===== src/hw/rtl/imubc_pkg.sv =====
// ----------------------------------------------------------------------------
// IMU bias calibration package
// Shared types, widths and constants for the six-axis bias calibration and
// motion detection block.
// ----------------------------------------------------------------------------
package imubc_pkg;

  // Number of calibration samples averaged into one set of offsets.
  localparam int CAL_SAMPLES = 500;

  localparam int NUM_AXES  = 6;
  localparam int AXIS_AX   = 0;
  localparam int AXIS_AY   = 1;
  localparam int AXIS_AZ   = 2;
  localparam int AXIS_GX   = 3;
  localparam int AXIS_GY   = 4;
  localparam int AXIS_GZ   = 5;
  localparam int NUM_ACCEL = 3;

  localparam int WORD_W    = 16;
  localparam int ONE_G     = 16384;
  localparam int THR_W     = 14;
  localparam int THR_RESET = 1638;

  // Calibration sum: the magnitude never exceeds CAL_SAMPLES * 2^15.
  localparam int CNT_W  = $clog2(CAL_SAMPLES + 1);
  localparam int MAG_W  = WORD_W - 1 + $clog2(CAL_SAMPLES + 1);
  localparam int SUM_W  = MAG_W + 1;

  // Division by CAL_SAMPLES through a rounded-up reciprocal. With the shift
  // chosen as MAG_W plus the bits of the divisor, the floor is exact.
  localparam int DIV_SHIFT = MAG_W + $clog2(CAL_SAMPLES);
  localparam int MULT_W    = MAG_W + 2;
  localparam longint unsigned DIV_MULT =
    ((64'd1 << DIV_SHIFT) + 64'(CAL_SAMPLES) - 64'd1) / 64'(CAL_SAMPLES);
  localparam int PROD_W    = MAG_W + MULT_W;

  localparam int QMAG_W = WORD_W;
  localparam int OFF_W  = 18;
  localparam int LIM_W  = 30;
  localparam int SQ_W   = 31;
  localparam int SSUM_W = 32;

  typedef logic signed [WORD_W-1:0] axis_word_t;
  typedef logic signed [SUM_W-1:0]  sum_t;
  typedef logic        [MAG_W-1:0]  mag_t;
  typedef logic        [MULT_W-1:0] mult_t;
  typedef logic        [PROD_W-1:0] prod_t;
  typedef logic        [QMAG_W-1:0] qmag_t;
  typedef logic signed [OFF_W-1:0]  off_t;
  typedef logic        [CNT_W-1:0]  cnt_t;
  typedef logic        [THR_W-1:0]  thr_t;
  typedef logic        [THR_W:0]    lim_base_t;
  typedef logic        [LIM_W-1:0]  lim_t;
  typedef logic        [SQ_W-1:0]   sq_t;
  typedef logic        [SSUM_W-1:0] ssum_t;

  localparam mult_t     DIV_MULT_C = mult_t'(DIV_MULT);
  localparam off_t      ONE_G_OFF  = off_t'(ONE_G);
  localparam lim_base_t ONE_G_LIM  = lim_base_t'(ONE_G);
  localparam lim_t      LO_SQ_RESET = lim_t'((ONE_G - THR_RESET) * (ONE_G - THR_RESET));
  localparam lim_t      HI_SQ_RESET = lim_t'((ONE_G + THR_RESET) * (ONE_G + THR_RESET));

  localparam logic CMD_MEASURE   = 1'b0;
  localparam logic CMD_CALIBRATE = 1'b1;

  typedef struct packed {
    logic       command;
    axis_word_t accel_x;
    axis_word_t accel_y;
    axis_word_t accel_z;
    axis_word_t gyro_x;
    axis_word_t gyro_y;
    axis_word_t gyro_z;
  } sample_t;

  typedef struct packed {
    axis_word_t accel_x_out;
    axis_word_t accel_y_out;
    axis_word_t accel_z_out;
    axis_word_t gyro_x_out;
    axis_word_t gyro_y_out;
    axis_word_t gyro_z_out;
    ssum_t      accel_square_sum;
    logic       moving;
    logic       is_calibrated;
  } result_t;

  // Per-lane control from the sequencing logic in the top level.
  typedef struct packed {
    logic cal_acc;
    logic cal_last;
    logic meas_load;
    logic fin_mul;
    logic fin_write;
  } lane_ctrl_t;

endpackage


===== src/hw/rtl/imubc_result_if.sv =====
// ----------------------------------------------------------------------------
// IMU result channel
// Valid/ready channel carrying one corrected sample and the motion verdict.
// ----------------------------------------------------------------------------
interface imubc_result_if;
  logic                valid;
  logic                ready;
  imubc_pkg::result_t  data;

  modport source (output valid, output data, input ready);
  modport sink   (input valid, input data, output ready);
endinterface


===== src/hw/rtl/imubc_merge.sv =====
// ----------------------------------------------------------------------------
// IMU merge stage
// Squares the corrected accel axes, sums them, tests the sum against the
// one-g window and holds the finished result in the output register.
// ----------------------------------------------------------------------------
module imubc_merge (
  input  logic                   clk_i,
  input  logic                   rst_ni,
  input  logic                   cfg_we_i,
  input  imubc_pkg::thr_t        cfg_wdata_i,
  input  logic                   s1_valid_i,
  input  logic                   s1_cal_i,
  input  imubc_pkg::axis_word_t  corr_i [imubc_pkg::NUM_AXES],
  output logic                   s1_take_o,
  imubc_result_if.source         result_o
);

  imubc_pkg::lim_base_t  lo_base, hi_base;
  imubc_pkg::lim_t       lo_sq_q, hi_sq_q;
  logic                  s2_valid_q, s2_cal_q;
  imubc_pkg::sq_t        sq_d [imubc_pkg::NUM_ACCEL];
  imubc_pkg::sq_t        sq_q [imubc_pkg::NUM_ACCEL];
  imubc_pkg::axis_word_t s2_corr_q [imubc_pkg::NUM_AXES];
  imubc_pkg::ssum_t      sq_sum;
  logic                  out_valid_q;
  imubc_pkg::result_t    out_q, out_d;
  logic                  out_free, s2_en;

  // Window limits are squared once, when the threshold is written.
  assign lo_base = imubc_pkg::ONE_G_LIM - imubc_pkg::lim_base_t'(cfg_wdata_i);
  assign hi_base = imubc_pkg::ONE_G_LIM + imubc_pkg::lim_base_t'(cfg_wdata_i);

  always_ff @(posedge clk_i or negedge rst_ni) begin
    if (!rst_ni) begin
      lo_sq_q <= imubc_pkg::LO_SQ_RESET;
      hi_sq_q <= imubc_pkg::HI_SQ_RESET;
    end else if (cfg_we_i) begin
      lo_sq_q <= imubc_pkg::lim_t'(lo_base) * imubc_pkg::lim_t'(lo_base);
      hi_sq_q <= imubc_pkg::lim_t'(hi_base) * imubc_pkg::lim_t'(hi_base);
    end
  end

  assign out_free  = !out_valid_q || result_o.ready;
  assign s2_en     = !s2_valid_q || out_free;
  assign s1_take_o = s2_en;

  always_comb begin
    for (int i = 0; i < imubc_pkg::NUM_ACCEL; i++) begin
      sq_d[i] = imubc_pkg::sq_t'(32'(corr_i[i]) * 32'(corr_i[i]));
    end
  end

  always_comb begin
    sq_sum = imubc_pkg::ssum_t'(sq_q[0]) + imubc_pkg::ssum_t'(sq_q[1])
           + imubc_pkg::ssum_t'(sq_q[2]);
    out_d.accel_x_out      = s2_corr_q[imubc_pkg::AXIS_AX];
    out_d.accel_y_out      = s2_corr_q[imubc_pkg::AXIS_AY];
    out_d.accel_z_out      = s2_corr_q[imubc_pkg::AXIS_AZ];
    out_d.gyro_x_out       = s2_corr_q[imubc_pkg::AXIS_GX];
    out_d.gyro_y_out       = s2_corr_q[imubc_pkg::AXIS_GY];
    out_d.gyro_z_out       = s2_corr_q[imubc_pkg::AXIS_GZ];
    out_d.accel_square_sum = sq_sum;
    out_d.moving           = (sq_sum < imubc_pkg::ssum_t'(lo_sq_q)) ||
                             (sq_sum > imubc_pkg::ssum_t'(hi_sq_q));
    out_d.is_calibrated    = s2_cal_q;
  end

  always_ff @(posedge clk_i or negedge rst_ni) begin
    if (!rst_ni) begin
      s2_valid_q  <= 1'b0;
      out_valid_q <= 1'b0;
    end else begin
      if (s2_en) begin
        s2_valid_q <= s1_valid_i;
      end
      if (out_free) begin
        out_valid_q <= s2_valid_q;
      end
    end
  end

  always_ff @(posedge clk_i) begin
    if (s2_en && s1_valid_i) begin
      sq_q      <= sq_d;
      s2_corr_q <= corr_i;
      s2_cal_q  <= s1_cal_i;
    end
    if (out_free && s2_valid_q) begin
      out_q <= out_d;
    end
  end

  assign result_o.valid = out_valid_q;
  assign result_o.data  = out_q;

endmodule

===== src/flat_wrapper.sv =====
// flat-port wrapper written by rule: the top's interface ports become plain ports
module imubc_merge_flat 
  (clk_i, rst_ni, cfg_we_i, cfg_wdata_i, s1_valid_i, s1_cal_i, corr_i, s1_take_o, result_o_valid, result_o_data, result_o_ready);
  imubc_result_if result_o_i ();
  input  logic clk_i;
  input  logic rst_ni;
  input  logic cfg_we_i;
  input  imubc_pkg::thr_t cfg_wdata_i;
  input  logic s1_valid_i;
  input  logic s1_cal_i;
  input  imubc_pkg::axis_word_t corr_i[imubc_pkg::NUM_AXES];
  output logic s1_take_o;
  output wire logic [$bits(result_o_i.valid)-1:0] result_o_valid;
  output wire logic [$bits(result_o_i.data)-1:0] result_o_data;
  input wire logic [$bits(result_o_i.ready)-1:0] result_o_ready;
  assign result_o_valid = result_o_i.valid;
  assign result_o_data = result_o_i.data;
  assign result_o_i.ready = result_o_ready;
  imubc_merge u_core (.clk_i(clk_i), .rst_ni(rst_ni), .cfg_we_i(cfg_we_i), .cfg_wdata_i(cfg_wdata_i), .s1_valid_i(s1_valid_i), .s1_cal_i(s1_cal_i), .corr_i(corr_i), .s1_take_o(s1_take_o), .result_o(result_o_i));
endmodule

===== config.mk =====
export PLATFORM = sky130hd
export DESIGN_NAME = imubc_merge_flat
export DESIGN_NICKNAME = d
export VERILOG_FILES = /design/src/hw/rtl/imubc_pkg.sv /design/src/hw/rtl/imubc_result_if.sv /design/src/hw/rtl/imubc_merge.sv /design/src/flat_wrapper.sv
export SDC_FILE = /design/constraint.sdc
export NUM_CORES = 2
export LEC_CHECK = 0
export ABC_AREA = 1
export ABC_CLOCK_PERIOD_IN_PS = 20100
export BUFFER_PORTS_ARGS = -buffer_cell sky130_fd_sc_hd__buf_2
export CAP_MARGIN = 30
export CORE_MARGIN = 2
export CORE_UTILIZATION = 54
export CTS_CLUSTER_SIZE = 16
export DETAILED_ROUTE_END_ITERATION = 10
export PLACE_DENSITY_LB_ADDON = 0.05
export SLEW_MARGIN = 20
export SYNTH_ARGS = -nofsm -noshare
export SYNTH_HDL_FRONTEND = slang
export SYNTH_SLANG_ARGS = --single-unit

===== constraint.sdc =====
create_clock -name clk_i -period 20.1 [get_ports clk_i]
set_input_delay 6.03 -clock clk_i [delete_from_list [all_inputs] [get_ports clk_i]]
set_output_delay 6.03 -clock clk_i [all_outputs]
set_load 0.02 [all_outputs]

[After elaboration in Yosys (flattened, before gate mapping)]
Cells that the tools add are included.
W data, S select, Z words.
Storage, ports and cells
  register bits: 382
  latch bits: 0
  RAM bits: 0
  bits in read-only memories: 0
  bits of input ports: 116
  output and inout bits: 132
  logic and storage cells: 41
  memories: 0
Operators by class
  $add $sub $neg: 4
  multipliers: 5
  divide/modulo/power cells: 0
  $lt $le $gt $ge: 2
  eq/ne operators: 0
  shifts and indexed selects: 0
  mux-type cells: 0
  bitwise logic cells: 0
  reductions and logical operators: 7
Operators with widths (count)
  $mul A16 B16 Y31: 3
  $mul A15 B15 Y30: 2
  $add A31 B31 Y32: 1
  $add A32 B31 Y32: 1
  $gt A32 B30 Y1: 1
  $lt A32 B30 Y1: 1
  $add A15 B14 Y15 const A: 1
  $sub A15 B14 Y15 const A: 1
  $logic_or A1 B1 Y1: 3
  $logic_and A1 B1 Y1: 2
  $logic_not A1 Y1: 2

[Depth between registers and ports, before layout]
  depth after elaboration: 4
  mapped depth: 37
  gate-level depth less buffers: 35

[Worst setup path before layout]
Ideal clock, no wire load.
  kind: input -> register
  start: input result_o_ready
  end: register u_core.out_q (netlist bit u_core.result_o.data[0]), enable pin
  library setup time: 0.662 ns
  arrival: 12.325 ns
  path slack: 7.113 ns
  stages: 2
  cell sequence: inv_1 -> a21oi_1
Between the ends
  word-level cells in the longest chain between the ends: 2
RTL lines
  start: declaration: line flat_wrapper.sv:15  | input wire logic [$bits(result_o_i.ready)-1:0] result_o_ready;
  $logic_or A1 B1 Y1: line imubc_merge.sv:43  | assign out_free = !out_valid_q || result_o.ready;
  $logic_and A1 B1 Y1: line imubc_merge.sv:88  | if (out_free && s2_valid_q) begin
  end signal: assignment: line imubc_merge.sv:89  | out_q <= out_d;
  end: declaration: line imubc_merge.sv:26  | imubc_pkg::result_t out_q, out_d;
Every way passes these cells.
A chain may end at the register's enable or synchronous reset.

[Final worst setup path]
  start: input cfg_wdata_i[0]
  end: register u_core.lo_sq_q[27]
Between the ends
  word-level cells in the longest chain between the ends: 2
RTL lines
  start: declaration: line flat_wrapper.sv:8  | input imubc_pkg::thr_t cfg_wdata_i;
  $sub A15 B14 Y15: line imubc_merge.sv:30  | assign lo_base = imubc_pkg::ONE_G_LIM - imubc_pkg::lim_base_t'(cfg_wdata_i);
  $mul A15 B15 Y30: line imubc_merge.sv:38  | lo_sq_q <= imubc_pkg::lim_t'(lo_base) * imubc_pkg::lim_t'(lo_base);
  end signal: assignment: line imubc_merge.sv:35  | lo_sq_q <= imubc_pkg::LO_SQ_RESET;
  end signal: assignment: line imubc_merge.sv:38
  end: declaration: line imubc_merge.sv:19  | imubc_pkg::lim_t lo_sq_q, hi_sq_q;
Every way passes these cells.

==> results <==
- The run finished with clean final reports.
- Summed over all layers, the routed wires come to 132300 um.
- The number of instances in the synthesized netlist is 6015.
- 248 I/O pins were placed.
- The share of flip-flops with an asynchronous set or reset after synthesis is 15.59%.
- After detailed routing, the number of vias per cell comes to 4.994.
- The register area share after synthesis is 19.73%.
- Summing the areas of all fa, ha and maj instances in the mapped netlist gives 48.08% of the synthesized area.
- The number of detailed-route iterations in the first pass is 5.
- The antenna diode instance count is 0.
- The pin slew with the least headroom to its limit is 1063 ps.
- For this configuration, the core starts out at a cell density of 54.39%.
- After clock tree synthesis, the clock-pin slew on the worst setup and hold paths is 60 ps.
- Of the post-synthesis cell area, the part taken by muxes is 0%.
- In the routed design, unresolved DRC markers number 0.
- Summing over every cut layer, the via total after detailed routing is 38002.
- The library cell used most frequently in the layout, excluding fill and tap cells, is sky130_fd_sc_hd__inv_1.
- The worst endpoint required time is 20670 ps.
- The kind of end point of the critical path is a flip-flop.
- Summing the areas of all compound-gate instances in the mapped netlist gives 4.794% of the synthesized area.
- Clock tree synthesis selected as its root buffer the cell sky130_fd_sc_hd__clkbuf_16.
- The initial antenna violation count is 6.
- The depth of the CTS H-tree is 2.
- The cell count after placement is 7524.
- The area occupied by multi-input gates is 0.03718 sq mm.
- The net count of the finished layout is 7846.
- TritonCTS built the clock tree.
- The mean area per synthesized cell is 9.199 sq um.
- The overall fraction of global-route tracks in use is 26.70%.
- The via count of the first global-routing pass was 40786.
- The finished layout holds 7610 standard cells, fillers aside.
- sky130_fd_sc_hd__fa_1 takes more of the synthesized area than any other cell.
- The die area is 0.1050 sq mm.
- For this run, the leading register cell type out of synthesis is sky130_fd_sc_hd__edfxtp_1.
- The category of the critical setup timing path is primary input to flip-flop.
- The first global-routing pass estimated 218000 um of wire.
- In this run the core area contains 117 standard-cell rows.
- The Yosys step of the flow raised 0 warnings.
- The filler cells instantiated in the layout total 9220.
- The most numerous cell type found on the critical path is sky130_fd_sc_hd__inv_1.
- The slowest library cell on the worst path is sky130_fd_sc_hd__fa_1.
- The final setup skew is 40.89 ps.
- The number of buffer cells added on primary ports is 247.
- The clock net in this run drives a total of 372 sinks.
- Of all nets on the critical path, the largest fanout is 20.
- For flop-to-flop paths, the worst setup slack is 15270 ps.
- The total grt overflow is 0.
- STA puts the critical path data arrival time at 13390 ps.
- The region available for standard cell placement spans 0.1017 sq mm.
- The simple logic cell fraction of the synthesized area is 11.38%.
- The worst pin sits at a relative slew slack of 28.88%.
- The HPWL after detailed placement is 110500 um.
- Registers take 0.01092 sq mm.
- In this run, the number of DRC markers left after iteration 0 of detailed routing was 1884.
- After detailed routing, the wire length on met1 is 57750 um.
- The pin count of the biggest net entering global routing is 118.
- Setup repair after global routing left no endpoint under its margin.
- The worst hold path class is flip-flop to flip-flop.
- The number of buffers created by CTS is 45.
- Dividing the final minimum period by the clock period gives 63.78%.
- The post-synthesis cell type count is 54.
- The cell area that synthesis handed to floorplanning was 0.05533 sq mm.
- By area, the combinational part of the netlist is dominated by adder cells.
- The detailed router used layers up to and including met5.
- Summed over all nets, wire length on met3 after detailed routing comes to 5620 um.
- The clock passes through at most 3 buffers.
- In this run, synthesis inferred 314 flip-flops with an integrated enable.
- The worst setup path is launched from a primary input.
- The stage delay of the slowest cell on the critical path is 560 ps.
- In the layout the commonest cells are 1789 x sky130_fd_sc_hd__inv_1, 1009 x sky130_fd_sc_hd__nand2_1, 1002 x sky130_fd_sc_hd__fa_1.
- The final setup violation count is 0.
- The latest clock arrival within the worst-skew pair is 650 ps.
- Counting flops and latches in the post-synthesis netlist gives 372.
- The final routed wire length divided by cell count is 17.38 um.
- After clock tree synthesis, the setup repair step added 0 buffers.
- The floorplan die height is 324.1 um.
- After layout, the minimum clock period comes to 12820 ps.
- Summed over its instances, the top area cell type makes up 36.25% of the synthesized netlist area.
- At the end of routability-driven placement, the weighted congestion stood at 0.9196.
- The synthesis-to-finish area growth is 7.650%.
- The final number of max-transition violations is 0.
- The number of gates resized after cts is 0.
- The highest clock frequency the design can meet is 78.00 MHz.
- The residual antenna-violating net count after detailed routing is 0.
- Sorting the synthesized cells by area gives the leading types as sky130_fd_sc_hd__fa_1 36%, sky130_fd_sc_hd__edfxtp_1 17%, sky130_fd_sc_hd__inv_1 12%, sky130_fd_sc_hd__ha_1 12%, sky130_fd_sc_hd__nand2_1 6.8%.
- Of the total synthesized cell area, the portion taken by XOR and XNOR cells is 2.847%.
- The fraction of final layout cells sized beyond drive strength 1 is 7.177%.
- Summed over all failing endpoints, the final setup total negative slack is 0 ps.
- The final-report hold violation count is 0.
- The chip width is 324.1 um.
- The total met2 wirelength after detailed routing is 65300 um.
- The hold buffer count at cts is 0.
- The tool flagged a number of max-cap violations equal to 0.
[registers in the layout, indices dropped and copies added, names as in the netlist]
signal / count
u_core.lo_sq_q: 27
u_core.s2_cal_q: 1
u_core.s2_valid_q: 1
u_core.hi_sq_q: 29
u_core.result_o.data: 130
u_core.result_o.valid: 1
u_core.sq_q: 87
u_core.out_d: 96
[final cells by class]
type | count | area share [%]
Multi-Input combinational cell | 3719 | 62.42
Clock inverter | 29 | 0.6869
Inverter | 1804 | 11.38
Tap cell | 1368 | 2.874
Sequential cell | 372 | 18.33
Clock buffer | 55 | 2.004
Timing Repair Buffer | 263 | 2.311
[metrics by stage]
step                      setup slack [ps]  util [%]  instance area, sq um  hold WS, ps
after CTS                             7415     58.51                 59530        416.1
after global placement                6858     56.93                 57920        400.4
after global routing                  6787     58.55                 59570        421.7
after floorplan                       7113         -                 55370        400.3
after detailed placement              6737     56.94                 57930        404.5
final                                 7280     58.55                 59570        415.3
[cell families (layout without fill, tap and decap cells)]
logic type,after synthesis,after routing
adders and majority gates,1525,1525
AOI/OAI and AO/OA,480,480
buffers and inverters,1933,2151
and+or+nand+nor,1524,1524
xor gates and xnor gates,179,179
other,2,11
DFF,372,372
[Yosys cell counts, types with 15 or more instances]
cell type                  count
sky130_fd_sc_hd__nand2_1    1009
sky130_fd_sc_hd__clkbuf_1    111
sky130_fd_sc_hd__fa_1       1002
sky130_fd_sc_hd__nor2_1      254
sky130_fd_sc_hd__ha_1        523
sky130_fd_sc_hd__a21oi_1     228
sky130_fd_sc_hd__dfrtp_1      29
sky130_fd_sc_hd__dfstp_2      29
sky130_fd_sc_hd__xor2_1       98
sky130_fd_sc_hd__a21o_1       15
sky130_fd_sc_hd__nand3_1     111
sky130_fd_sc_hd__xnor2_1      80
sky130_fd_sc_hd__o21ai_0     148
sky130_fd_sc_hd__edfxtp_1    314
sky130_fd_sc_hd__nand4_1      30
sky130_fd_sc_hd__or2_2        31
sky130_fd_sc_hd__o21bai_1     21
sky130_fd_sc_hd__inv_1      1790
sky130_fd_sc_hd__nor3_1       37
[final timing paths]
kind | start | endpoint | depth (start not counted)
worst max-delay path | cfg_wdata_i[0] | u_core.lo_sq_q[27] | 34
worst min-delay path | u_core.out_d[88] | u_core.result_o.data[88] | 0
worst max register to register | u_core.sq_q[49] | u_core.result_o.data[1] | 18
worst min register to register | u_core.out_d[88] | u_core.result_o.data[88] | 0
max in group asynchronous | rst_ni | u_core.lo_sq_q[25] | 2
min in group asynchronous | rst_ni | u_core.hi_sq_q[4] | 2
[layer usage]
layer | GRT usage (%) | vias to the layer above
met5 | 0 | -
met4 | 6.893 | 4
met3 | 2.878 | 141
met2 | 46.06 | 750
met1 | 36.06 | 18893
li1 | - | 18214
[worst max-delay path: cells and delay by family]
family | cells | cell delay [ps]
AOI/OAI and AO/OA | 3 | 910
adders and majority gates | 8 | 3770
buffers and inverters | 12 | 1500
and+or+nand+nor | 11 | 1170
Power is not shown: default switching activity piles up to over one toggle a cycle in this logic, so the estimate is an artifact.
