File: src/hw/rtl/imubc_pkg.sv
// ----------------------------------------------------------------------------
// IMU bias calibration package
// Shared types, widths and constants for the six-axis bias calibration and
// motion detection block.
// ----------------------------------------------------------------------------
package imubc_pkg;

  // Number of calibration samples averaged into one set of offsets.
  localparam int CAL_SAMPLES = 500;

  localparam int NUM_AXES  = 6;
  localparam int AXIS_AX   = 0;
  localparam int AXIS_AY   = 1;
  localparam int AXIS_AZ   = 2;
  localparam int AXIS_GX   = 3;
  localparam int AXIS_GY   = 4;
  localparam int AXIS_GZ   = 5;
  localparam int NUM_ACCEL = 3;

  localparam int WORD_W    = 16;
  localparam int ONE_G     = 16384;
  localparam int THR_W     = 14;
  localparam int THR_RESET = 1638;

  // Calibration sum: the magnitude never exceeds CAL_SAMPLES * 2^15.
  localparam int CNT_W  = $clog2(CAL_SAMPLES + 1);
  localparam int MAG_W  = WORD_W - 1 + $clog2(CAL_SAMPLES + 1);
  localparam int SUM_W  = MAG_W + 1;

  // Division by CAL_SAMPLES through a rounded-up reciprocal. With the shift
  // chosen as MAG_W plus the bits of the divisor, the floor is exact.
  localparam int DIV_SHIFT = MAG_W + $clog2(CAL_SAMPLES);
  localparam int MULT_W    = MAG_W + 2;
  localparam longint unsigned DIV_MULT =
    ((64'd1 << DIV_SHIFT) + 64'(CAL_SAMPLES) - 64'd1) / 64'(CAL_SAMPLES);
  localparam int PROD_W    = MAG_W + MULT_W;

  localparam int QMAG_W = WORD_W;
  localparam int OFF_W  = 18;
  localparam int LIM_W  = 30;
  localparam int SQ_W   = 31;
  localparam int SSUM_W = 32;

  typedef logic signed [WORD_W-1:0] axis_word_t;
  typedef logic signed [SUM_W-1:0]  sum_t;
  typedef logic        [MAG_W-1:0]  mag_t;
  typedef logic        [MULT_W-1:0] mult_t;
  typedef logic        [PROD_W-1:0] prod_t;
  typedef logic        [QMAG_W-1:0] qmag_t;
  typedef logic signed [OFF_W-1:0]  off_t;
  typedef logic        [CNT_W-1:0]  cnt_t;
  typedef logic        [THR_W-1:0]  thr_t;
  typedef logic        [THR_W:0]    lim_base_t;
  typedef logic        [LIM_W-1:0]  lim_t;
  typedef logic        [SQ_W-1:0]   sq_t;
  typedef logic        [SSUM_W-1:0] ssum_t;

  localparam mult_t     DIV_MULT_C = mult_t'(DIV_MULT);
  localparam off_t      ONE_G_OFF  = off_t'(ONE_G);
  localparam lim_base_t ONE_G_LIM  = lim_base_t'(ONE_G);
  localparam lim_t      LO_SQ_RESET = lim_t'((ONE_G - THR_RESET) * (ONE_G - THR_RESET));
  localparam lim_t      HI_SQ_RESET = lim_t'((ONE_G + THR_RESET) * (ONE_G + THR_RESET));

  localparam logic CMD_MEASURE   = 1'b0;
  localparam logic CMD_CALIBRATE = 1'b1;

  typedef struct packed {
    logic       command;
    axis_word_t accel_x;
    axis_word_t accel_y;
    axis_word_t accel_z;
    axis_word_t gyro_x;
    axis_word_t gyro_y;
    axis_word_t gyro_z;
  } sample_t;

  typedef struct packed {
    axis_word_t accel_x_out;
    axis_word_t accel_y_out;
    axis_word_t accel_z_out;
    axis_word_t gyro_x_out;
    axis_word_t gyro_y_out;
    axis_word_t gyro_z_out;
    ssum_t      accel_square_sum;
    logic       moving;
    logic       is_calibrated;
  } result_t;

  // Per-lane control from the sequencing logic in the top level.
  typedef struct packed {
    logic cal_acc;
    logic cal_last;
    logic meas_load;
    logic fin_mul;
    logic fin_write;
  } lane_ctrl_t;

endpackage

File: src/hw/rtl/imubc_lane.sv
// ----------------------------------------------------------------------------
// IMU axis lane
// Accumulates calibration samples for one axis, divides the finished sum by
// the sample count and applies the resulting offset to measurement samples.
// ----------------------------------------------------------------------------
module imubc_lane (
  input  logic                   clk_i,
  input  logic                   rst_ni,
  input  imubc_pkg::lane_ctrl_t  ctrl_i,
  input  logic                   z_adjust_i,
  input  imubc_pkg::axis_word_t  raw_i,
  output imubc_pkg::axis_word_t  corr_o
);

  imubc_pkg::sum_t       sum_q, sum_d, sum_next;
  imubc_pkg::mag_t       mag_q, mag_d;
  logic                  neg_q, neg_d;
  imubc_pkg::prod_t      prod_q;
  imubc_pkg::qmag_t      qmag;
  imubc_pkg::off_t       quot, offset_q, offset_d;
  imubc_pkg::axis_word_t corr_q;

  always_comb begin
    sum_next = sum_q + imubc_pkg::sum_t'(raw_i);
    sum_d    = sum_q;
    if (ctrl_i.cal_acc) begin
      sum_d = ctrl_i.cal_last ? '0 : sum_next;
    end
    neg_d = sum_next[imubc_pkg::SUM_W-1];
    mag_d = imubc_pkg::mag_t'(neg_d ? -sum_next : sum_next);
  end

  // The quotient is formed on the magnitude so that it truncates toward zero.
  always_comb begin
    qmag     = imubc_pkg::qmag_t'(prod_q >> imubc_pkg::DIV_SHIFT);
    quot     = neg_q ? -imubc_pkg::off_t'(qmag) : imubc_pkg::off_t'(qmag);
    offset_d = quot;
    if (z_adjust_i) begin
      offset_d = (quot > imubc_pkg::off_t'(0)) ? quot - imubc_pkg::ONE_G_OFF
                                               : quot + imubc_pkg::ONE_G_OFF;
    end
  end

  always_ff @(posedge clk_i or negedge rst_ni) begin
    if (!rst_ni) begin
      sum_q    <= '0;
      offset_q <= '0;
    end else begin
      sum_q <= sum_d;
      if (ctrl_i.fin_write) begin
        offset_q <= offset_d;
      end
    end
  end

  always_ff @(posedge clk_i) begin
    if (ctrl_i.cal_last) begin
      mag_q <= mag_d;
      neg_q <= neg_d;
    end
    if (ctrl_i.fin_mul) begin
      prod_q <= imubc_pkg::prod_t'(mag_q) * imubc_pkg::prod_t'(imubc_pkg::DIV_MULT_C);
    end
    if (ctrl_i.meas_load) begin
      corr_q <= raw_i - imubc_pkg::axis_word_t'(offset_q);
    end
  end

  assign corr_o = corr_q;

endmodule

File: config.mk
export PLATFORM = sky130hd
export DESIGN_NAME = imubc_lane
export DESIGN_NICKNAME = d
export VERILOG_FILES = /design/src/hw/rtl/imubc_pkg.sv /design/src/hw/rtl/imubc_lane.sv
export SDC_FILE = /design/constraint.sdc
export NUM_CORES = 1
export LEC_CHECK = 0
export BUFFER_PORTS_ARGS = -buffer_cell sky130_fd_sc_hd__buf_2
export CAP_MARGIN = 10
export CELL_PAD_IN_SITES_DETAIL_PLACEMENT = 1
export CELL_PAD_IN_SITES_GLOBAL_PLACEMENT = 1
export CORE_ASPECT_RATIO = 1.2
export CORE_MARGIN = 1
export CORE_UTILIZATION = 47
export DETAILED_ROUTE_END_ITERATION = 8
export HOLD_SLACK_MARGIN = 0.03
export MAX_ROUTING_LAYER = met4
export PLACE_DENSITY_LB_ADDON = 0.1
export SETUP_SLACK_MARGIN = 0.5
export SYNTH_ARGS = -nofsm -noshare
export SYNTH_HDL_FRONTEND = slang
export SYNTH_SLANG_ARGS = --single-unit
File: constraint.sdc
create_clock -name clk_i -period 6.76 [get_ports clk_i]
set_clock_uncertainty 0.05 [all_clocks]
set_input_delay 1.014 -clock clk_i [delete_from_list [all_inputs] [get_ports clk_i]]
set_output_delay 1.014 -clock clk_i [all_outputs]
set_load 0.01 [all_outputs]
# Word-level counts from Yosys, hierarchy flattened

Cells that the tools add are included.

Flip-flop bits (word level): 130

$add $sub $neg: 6
Multiply operators: 1
Order comparisons: 1
Muxes and demuxes: 5

Operator list:

| kind                                                                   | count |
|---|---|
| 24-bit by 24-bit multiplier with 48-bit output (second input constant) | 1 |
| 16-bit two-way mux                                                     | 2 |
| 25-bit by 16-bit adder with 25-bit output                              | 1 |
| 25-bit two-way mux                                                     | 1 |
| 24-bit two-way mux                                                     | 1 |
| 24-bit negator                                                         | 1 |
| 18-bit by 1-bit > comparator with 1-bit output (second input constant) | 1 |
| 18-bit two-way mux                                                     | 1 |
| 16-bit negator with 18-bit output                                      | 1 |
| 16-bit adder (second input constant)                                   | 1 |
| 16-bit subtractor                                                      | 1 |
| 16-bit subtractor (second input constant)                              | 1 |

# Longest topological paths before layout

Gate-level depths: netlist (run 1).

Depth in word-level cells: 5
Depth in mapped cells: 24

# Worst setup path before layout (run 1)

Ideal clock, no wire load.

Path kind: register to register
From: register mag_q[15]
To: register prod_q[44], data pin
Setup time: 0.264 ns
Data arrival time: 6.127 ns
Path slack: 0.319 ns
Stages on the path, launching flop included: 25
Path buffers: 0
Period minus slack after synthesis: 6.441 ns
Cells stage by stage: edfxtp_1 > fa_1 > inv_1 > fa_1 > inv_1 > ha_1 > inv_1 > fa_1 > fa_1 > inv_1 > fa_1 > inv_1 > fa_1 > inv_1 > ha_1 > a21o_1 > a21o_1 > a21oi_1 > o211ai_1 > a21o_1 > o211a_1 > o22a_1 > a311o_1 > a21oi_1 > xnor2_1

Cells in the longest elaborated chain, start to end: 1

RTL lines:

| what                                           | line             | RTL |
|---|---|---|
| from (decl)                                    | imubc_lane.sv:16 | `imubc_pkg::mag_t mag_q, mag_d;` |
| from (signal assigned)                         | imubc_lane.sv:58 | `mag_q <= mag_d;` |
| 24-bit by 24-bit multiplier with 48-bit output | imubc_lane.sv:62 | `prod_q <= imubc_pkg::prod_t'(mag_q) * imubc_pkg::prod_t'(imubc_pkg::DIV_MULT_C);` |
| to (signal assigned)                           | imubc_lane.sv:62 |  |
| to (decl)                                      | imubc_lane.sv:18 | `imubc_pkg::prod_t prod_q;` |

No other way between the ends.
A chain may end at the register's enable or synchronous reset.

# Worst setup path in the final report (run 1)

From: register mag_q[11]
To: register prod_q[44], data pin

Same word-level chain as after synthesis.

==> impl_metrics.json, run 1 <==
{
  "grt_overflow": 0,
  "die_w_um": 164,
  "vias_per_cell": 5.29,
  "ff2ff_setup_slack_ns": 0.20,
  "core_area_sq_mm": 0.0308,
  "crit_chain": "buf_4, ha_1, ha_1, inv_1, fa_1, inv_1, fa_1, fa_1, fa_1, inv_1, fa_1, inv_1, ha_1, a21o_1, a21o_1, a21oi_1, o21ai_0, a41o_1, o211a_1, o22a_1, a311o_1, a21oi_2, xnor2_1",
  "io_buffers": 39,
  "io_pins": 40,
  "place_congestion": 0.844,
  "netlist_area_sq_mm": 0.0149,
  "synth_seq_cells": 98,
  "finalNetCount": 2131,
  "worst_pin_slew_ns": 1.06,
  "synth_top_area_share_pct": 24.9,
  "criticalPathCategory": "reg -> reg",
  "syn_area_per_cell_sq_um": 9.81,
  "syn_nets": 2011,
  "dr_wl_met3_um": 625,
  "grt_use_total_pct": 26.6,
  "drv_slew": 0,
  "row_count": 70,
  "synth_flop_cell": "edfxtp_1",
  "setup_viol": 0,
  "rsz0062_at_grt": "true",
  "first_global_vias": 12300,
  "cp_num_cells": 23,
  "critPathTopFamily": "adder cells",
  "end_kind": "flip-flop",
  "start_util_pct": 48.2,
  "cts_tree": "done",
  "synth_edf_count": 57,
  "yosysMostFrequentCell": "inv_1",
  "worstSetupStartpointType": "flip-flop",
  "area_growth_pct": 13.4,
  "wl_met2_um": 20800,
  "ant_nets": 0,
  "drt_pass1_iterations": 4,
  "fillCellCount": 3502,
  "max_stage_delay_ns": 0.56,
  "fmax_ghz": 0.152,
  "min_path_type": "reg -> reg",
  "synth-async-reset-ratio_pct": 41.8,
  "drc": 0,
  "cp.arrival_ns": 6.63,
  "grt_pass1_wl_um": 63700,
  "die_h_um": 197,
  "routed_wl_um": 39100,
  "postLayoutSetupSlackWorst_ns": 0.202,
  "drv_cap": 0,
  "yosys-top-cells-count": "inv_1 (414), ha_1 (296), fa_1 (177), edfxtp_1 (57), a21oi_1 (54)",
  "reg2regPathDepth": 23,
  "worstPathMaxFanout": 5,
  "worst_path_max_delay_cell": "fa_1",
  "yosys_warnings": 0,
  "relSlewSlack_pct": 29.6,
  "post-place-ws_ns": -0.177,
  "cp_num_buf_inv": 5,
  "synthTopCellsByArea": "ha_1 (25%), fa_1 (24%), edfxtp_1 (12%)",
  "clockBufferDepth": 2,
  "fin_crit_sh_pct": 97.0,
  "n_antenna_cell": 0,
  "hpwl_um": 32200,
  "cp_common_cell": "fa_1",
  "via_count": 10800,
  "h-tree-depth": 3,
  "ys_seq_area_share_pct": 18.4,
  "final_layout_size_suffix_gt1_share_pct": 13.1,
  "fin_crit_ns": 6.56,
  "synthCells": 1514,
  "antenna_found_initial": 0,
  "hold_viol": 0,
  "cp_data_required_time_ns": 6.83,
  "hold_path_depth": 2,
  "drt-initial-drc-count": 318,
  "clock_latency_ns": 0.37,
  "cts.clk_slew.worst_paths_ns": 0.08,
  "outcome": "finished clean",
  "grt_start_max_net_pins": 42,
  "wl_per_cell_um": 19.2,
  "cts_buffers": 9,
  "netlist.top_cell.by_area": "ha_1",
  "die-area_sq_mm": 0.0323,
  "drt-met1-wl_um": 16400,
  "cts_sinks": 98,
  "ys_types": 67,
  "top_layer": "met4",
  "cts-root-buf": "clkbuf_16"
}
## per-layer routing
metal	global-route usage, %	vias up
met5	-	-
met4	8.88	0
met3	2.02	55
met2	47.8	109
met1	31.1	5401
li1	-	5190
## path summary, 6_finish.rpt
path	start	to
hold reg to reg	offset_q[3]$_DFFE_PN0P_	offset_q[3]$_DFFE_PN0P_
min in group asynchronous	rst_ni	sum_q[15]$_DFFE_PN0P_
setup reg to reg	mag_q[11]$_DFFE_PP_	prod_q[44]$_DFFE_PP_
hold / removal	offset_q[3]$_DFFE_PN0P_	offset_q[3]$_DFFE_PN0P_
setup / recovery	mag_q[11]$_DFFE_PP_	prod_q[44]$_DFFE_PP_
max in group asynchronous	rst_ni	offset_q[4]$_DFFE_PN0P_
## what timing repair did
action                                  CTS  global route
setup buffers                            34             2
hold buffers                              0             0
pin swaps                                51            16
gates resized for setup                  63            15
endpoints found under the setup margin   15            15
## layout by cell type (no fill, tap or decap), types with 14 or more instances in the layout
cell and instances:
a21o_1 25, a21oi_1 46, buf_2 39, buf_4 74, buf_6 14, dfrtp_1 41
edfxtp_1 57, fa_1 170, ha_1 282, inv_1 404, nand2_1 40, nor2_1 50
nor3_1 23, o21ai_0 34, o22ai_1 24, xnor2_1 46, xor2_1 30
## flip-flops by register name, indices dropped and copies added (netlist names)
name      flops
corr_o       16
neg_q         1
offset_q     16
sum_q        25
prod_q       16
mag_q        24
## worst reg2reg max path, cell delays in order, from the launching register on
cell and delay, ns:
edfxtp_1 0.53, buf_4 0.22, ha_1 0.29, ha_1 0.15
inv_1 0.06, fa_1 0.54, inv_1 0.05, fa_1 0.46
fa_1 0.52, fa_1 0.56, inv_1 0.06, fa_1 0.55
inv_1 0.05, ha_1 0.35, a21o_1 0.18, a21o_1 0.17
a21oi_1 0.12, o21ai_0 0.15, a41o_1 0.27, o211a_1 0.13
o22a_1 0.22, a311o_1 0.36, a21oi_2 0.18, xnor2_1 0.08
## through the flow
step / instances / setup TNS (ns) / hold WS, ns / utilization [%] / area [sq um]
finish: 2035 / 0 / 0.483 / 54.6 / 16800
global route: 2035 / -0.0765 / 0.513 / 54.6 / 16800
CTS: 2033 / 0 / 0.490 / 54.3 / 16700
detailed placement: 1983 / -0.844 / 0.473 / 51.6 / 15900
global placement: 1983 / -0.341 / 0.454 / 51.6 / 15900
floorplan: 1514 / 0 / 0.435 / - / 14900
## final cells by class
cell class              instances  area, sq um  share of cell area [%]
clock buffers                   9          225                    1.34
clock inverters                 7         67.6                   0.401
inverters                     415         1560                    9.25
multi-input cells             982        10800                    64.3
flip-flops and latches         98         2740                    16.2
well taps                     396          495                    2.94
repair buffers                128          928                    5.51
## cell families after synthesis
kind of cell	Yosys count	synth area share, %
AO/OA/AOI/OAI	230	10.2
XOR/XNOR	79	4.71
adder cells (fa/ha/maj)	473	48.8
AND/OR/NAND/NOR	198	6.78
multiplexers	2	0.143
flip-flops	98	18.4
buffers and inverters	434	11.0
Power of run 1 is left out: the tool's default activity adds up to more than one toggle a clock period on the data nets, which glitch-free logic cannot reach.
==> inputs of run 2 (changes only) <==
Settings changed: PLACE_DENSITY set to 0.86, PLACE_DENSITY_LB_ADDON 0.1 to not set.
==> run 2 against run 1 <==
  * First-iteration DRC count rose by 96%
  * Via count rose by 8.5%
  * Utilization rose by 0.39 points
  * Maximum frequency fell by 2.8%
  * Global-route usage rose by 4.2 points
  * Sequential cell count did not move
  * Largest cell class unchanged
==> impl_metrics.json, run 2 (same netlist as run 1, synthesis figures left out) <==
{
  "outcome": "finished clean",
  "hpwl_um": 35900,
  "clockBufferDepth": 2,
  "die_h_um": 197,
  "criticalPathCategory": "reg -> reg",
  "cp_num_buf_inv": 7,
  "reg2regPathDepth": 23,
  "cts_tree": "done",
  "antenna_found_initial": 0,
  "drv_slew": 0,
  "hold_path_depth": 1,
  "regMostFlops": "sum_q",
  "wl_per_cell_um": 23.6,
  "fin_crit_ns": 6.75,
  "via_count": 11700,
  "io_pins": 40,
  "largest_register_ffs": 25,
  "fin_crit_sh_pct": 99.8,
  "die_w_um": 164,
  "relSlewSlack_pct": 31.0,
  "crit_chain": "buf_6, fa_1, inv_1, fa_1, inv_1, ha_1, fa_2, fa_1, fa_1, inv_1, fa_1, inv_1, ha_4, nand3_4, a2111oi_4, a21o_4, buf_6, o2111ai_4, buf_6, a21oi_4, nor4b_4, nor4_2, a211oi_1",
  "routed_wl_um": 48000,
  "layout_common_cells": "inv_1 (404), ha_1 (279), fa_1 (171), buf_4 (65), edfxtp_1 (57)",
  "cts-root-buf": "clkbuf_16",
  "area_growth_pct": 14.2,
  "row_count": 70,
  "first_global_vias": 13500,
  "finalNetCount": 2127,
  "cts.clk_slew.worst_paths_ns": 0.08,
  "vias_per_cell": 5.75,
  "worst_pin_slew_ns": 1.04,
  "worst_path_max_delay_cell": "fa_2",
  "grt_pass1_wl_um": 72700,
  "core_area_sq_mm": 0.0308,
  "place_congestion": 0.886,
  "rr_endpoint": "prod_q[47]$_DFFE_PP_",
  "grt_overflow": 0,
  "drt-initial-drc-count": 623,
  "drt_pass1_iterations": 5,
  "reg.largest.list": "sum_q x25, mag_q x24",
  "cp.arrival_ns": 6.79,
  "h-tree-depth": 3,
  "worstSetupStartpointType": "flip-flop",
  "grt_use_total_pct": 30.8,
  "hold_viol": 0,
  "worstPathMaxFanout": 3,
  "grt_start_max_net_pins": 42,
  "cp_common_cell": "fa_1",
  "n_antenna_cell": 0,
  "final_common_cell": "inv_1",
  "critPathTopFamily": "adder cells",
  "fmax_ghz": 0.148,
  "drv_cap": 0,
  "clock_latency_ns": 0.37,
  "min_to": "offset_q[0]$_DFFE_PN0P_",
  "drc": 0,
  "cp_data_required_time_ns": 6.81,
  "end_kind": "flip-flop",
  "rsz0062_at_grt": "true",
  "cts_buffers": 9,
  "ff2ff_setup_slack_ns": 0.01,
  "ant_nets": 0,
  "hp-start": "offset_q[0]$_DFFE_PN0P_",
  "cts_sinks": 98,
  "min_path_type": "reg -> reg",
  "worstReg2RegStart": "mag_q[20]$_DFFE_PP_",
  "final_layout_size_suffix_gt1_share_pct": 13.3,
  "die-area_sq_mm": 0.0323,
  "hold_ws_ns": 0.466,
  "setup_viol": 0,
  "io_buffers": 39,
  "max_stage_delay_ns": 0.56,
  "start_util_pct": 48.2
}
run 2: cell types whose count changed in the layout (fill, tap and decap cells not counted), moves of 2 or more:
cell / delta
buf_4: -9
ha_4: +4
buf_6: +3
ha_1: -3
inv_8: -3
o21ai_2: +3
a21oi_2: +2
buf_12: +2
o21ai_0: -2
run 2: area by class of cell:
| class | instances | area (sq um) |
|---|---|---|
| fillers | 3432 | 13900 |
| multi-input cells | 982 | 10900 |
| flip-flops and latches | 98 | 2740 |
| inverters | 415 | 1560 |
| repair buffers | 124 | 935 |
| well taps | 396 | 495 |
| clock buffers | 9 | 225 |
| clock inverters | 7 | 75.1 |
run 2: through the flow:
stage	utilization, %	cells	worst slack, ns	instance area (sq um)	TNS [ns]
finish	55.0	2031	0.0147	17000	0
CTS	54.2	2020	0.145	16700	0
global route	55.0	2031	-0.210	17000	-0.811
global placement	51.5	1975	0.0159	15900	0
floorplan	-	1514	0.426	14900	0
detailed placement	51.5	1975	-0.567	15900	-2.77
run 2: repair_timing:
item,in CTS,in global routing
gates resized for setup,61,35
buffers inserted,29,11
endpoints found under the setup margin,16,16
pin swaps,57,16
endpoints found under the hold margin,0,0
hold buffers,0,0
run 2: routing by layer:
layer | global-route usage (%) | routed length (um)
met5 | - | 0
met4 | 17.4 | 3200
met3 | 3.03 | 1560
met2 | 56.5 | 25900
met1 | 31.7 | 17300
run 2: worst max-delay path by stage:
stage,from,end,cells past startpoint
floorplan,mag_q[16]$_DFFE_PP_,prod_q[44]$_DFFE_PP_,24
global placement,mag_q[22]$_DFFE_PP_,prod_q[41]$_DFFE_PP_,23
detailed placement,mag_q[20]$_DFFE_PP_,prod_q[47]$_DFFE_PP_,21
CTS,mag_q[22]$_DFFE_PP_,prod_q[45]$_DFFE_PP_,22
global route,mag_q[11]$_DFFE_PP_,prod_q[47]$_DFFE_PP_,25
finish,mag_q[20]$_DFFE_PP_,prod_q[47]$_DFFE_PP_,23
Power of run 2 is left out for the same reason.
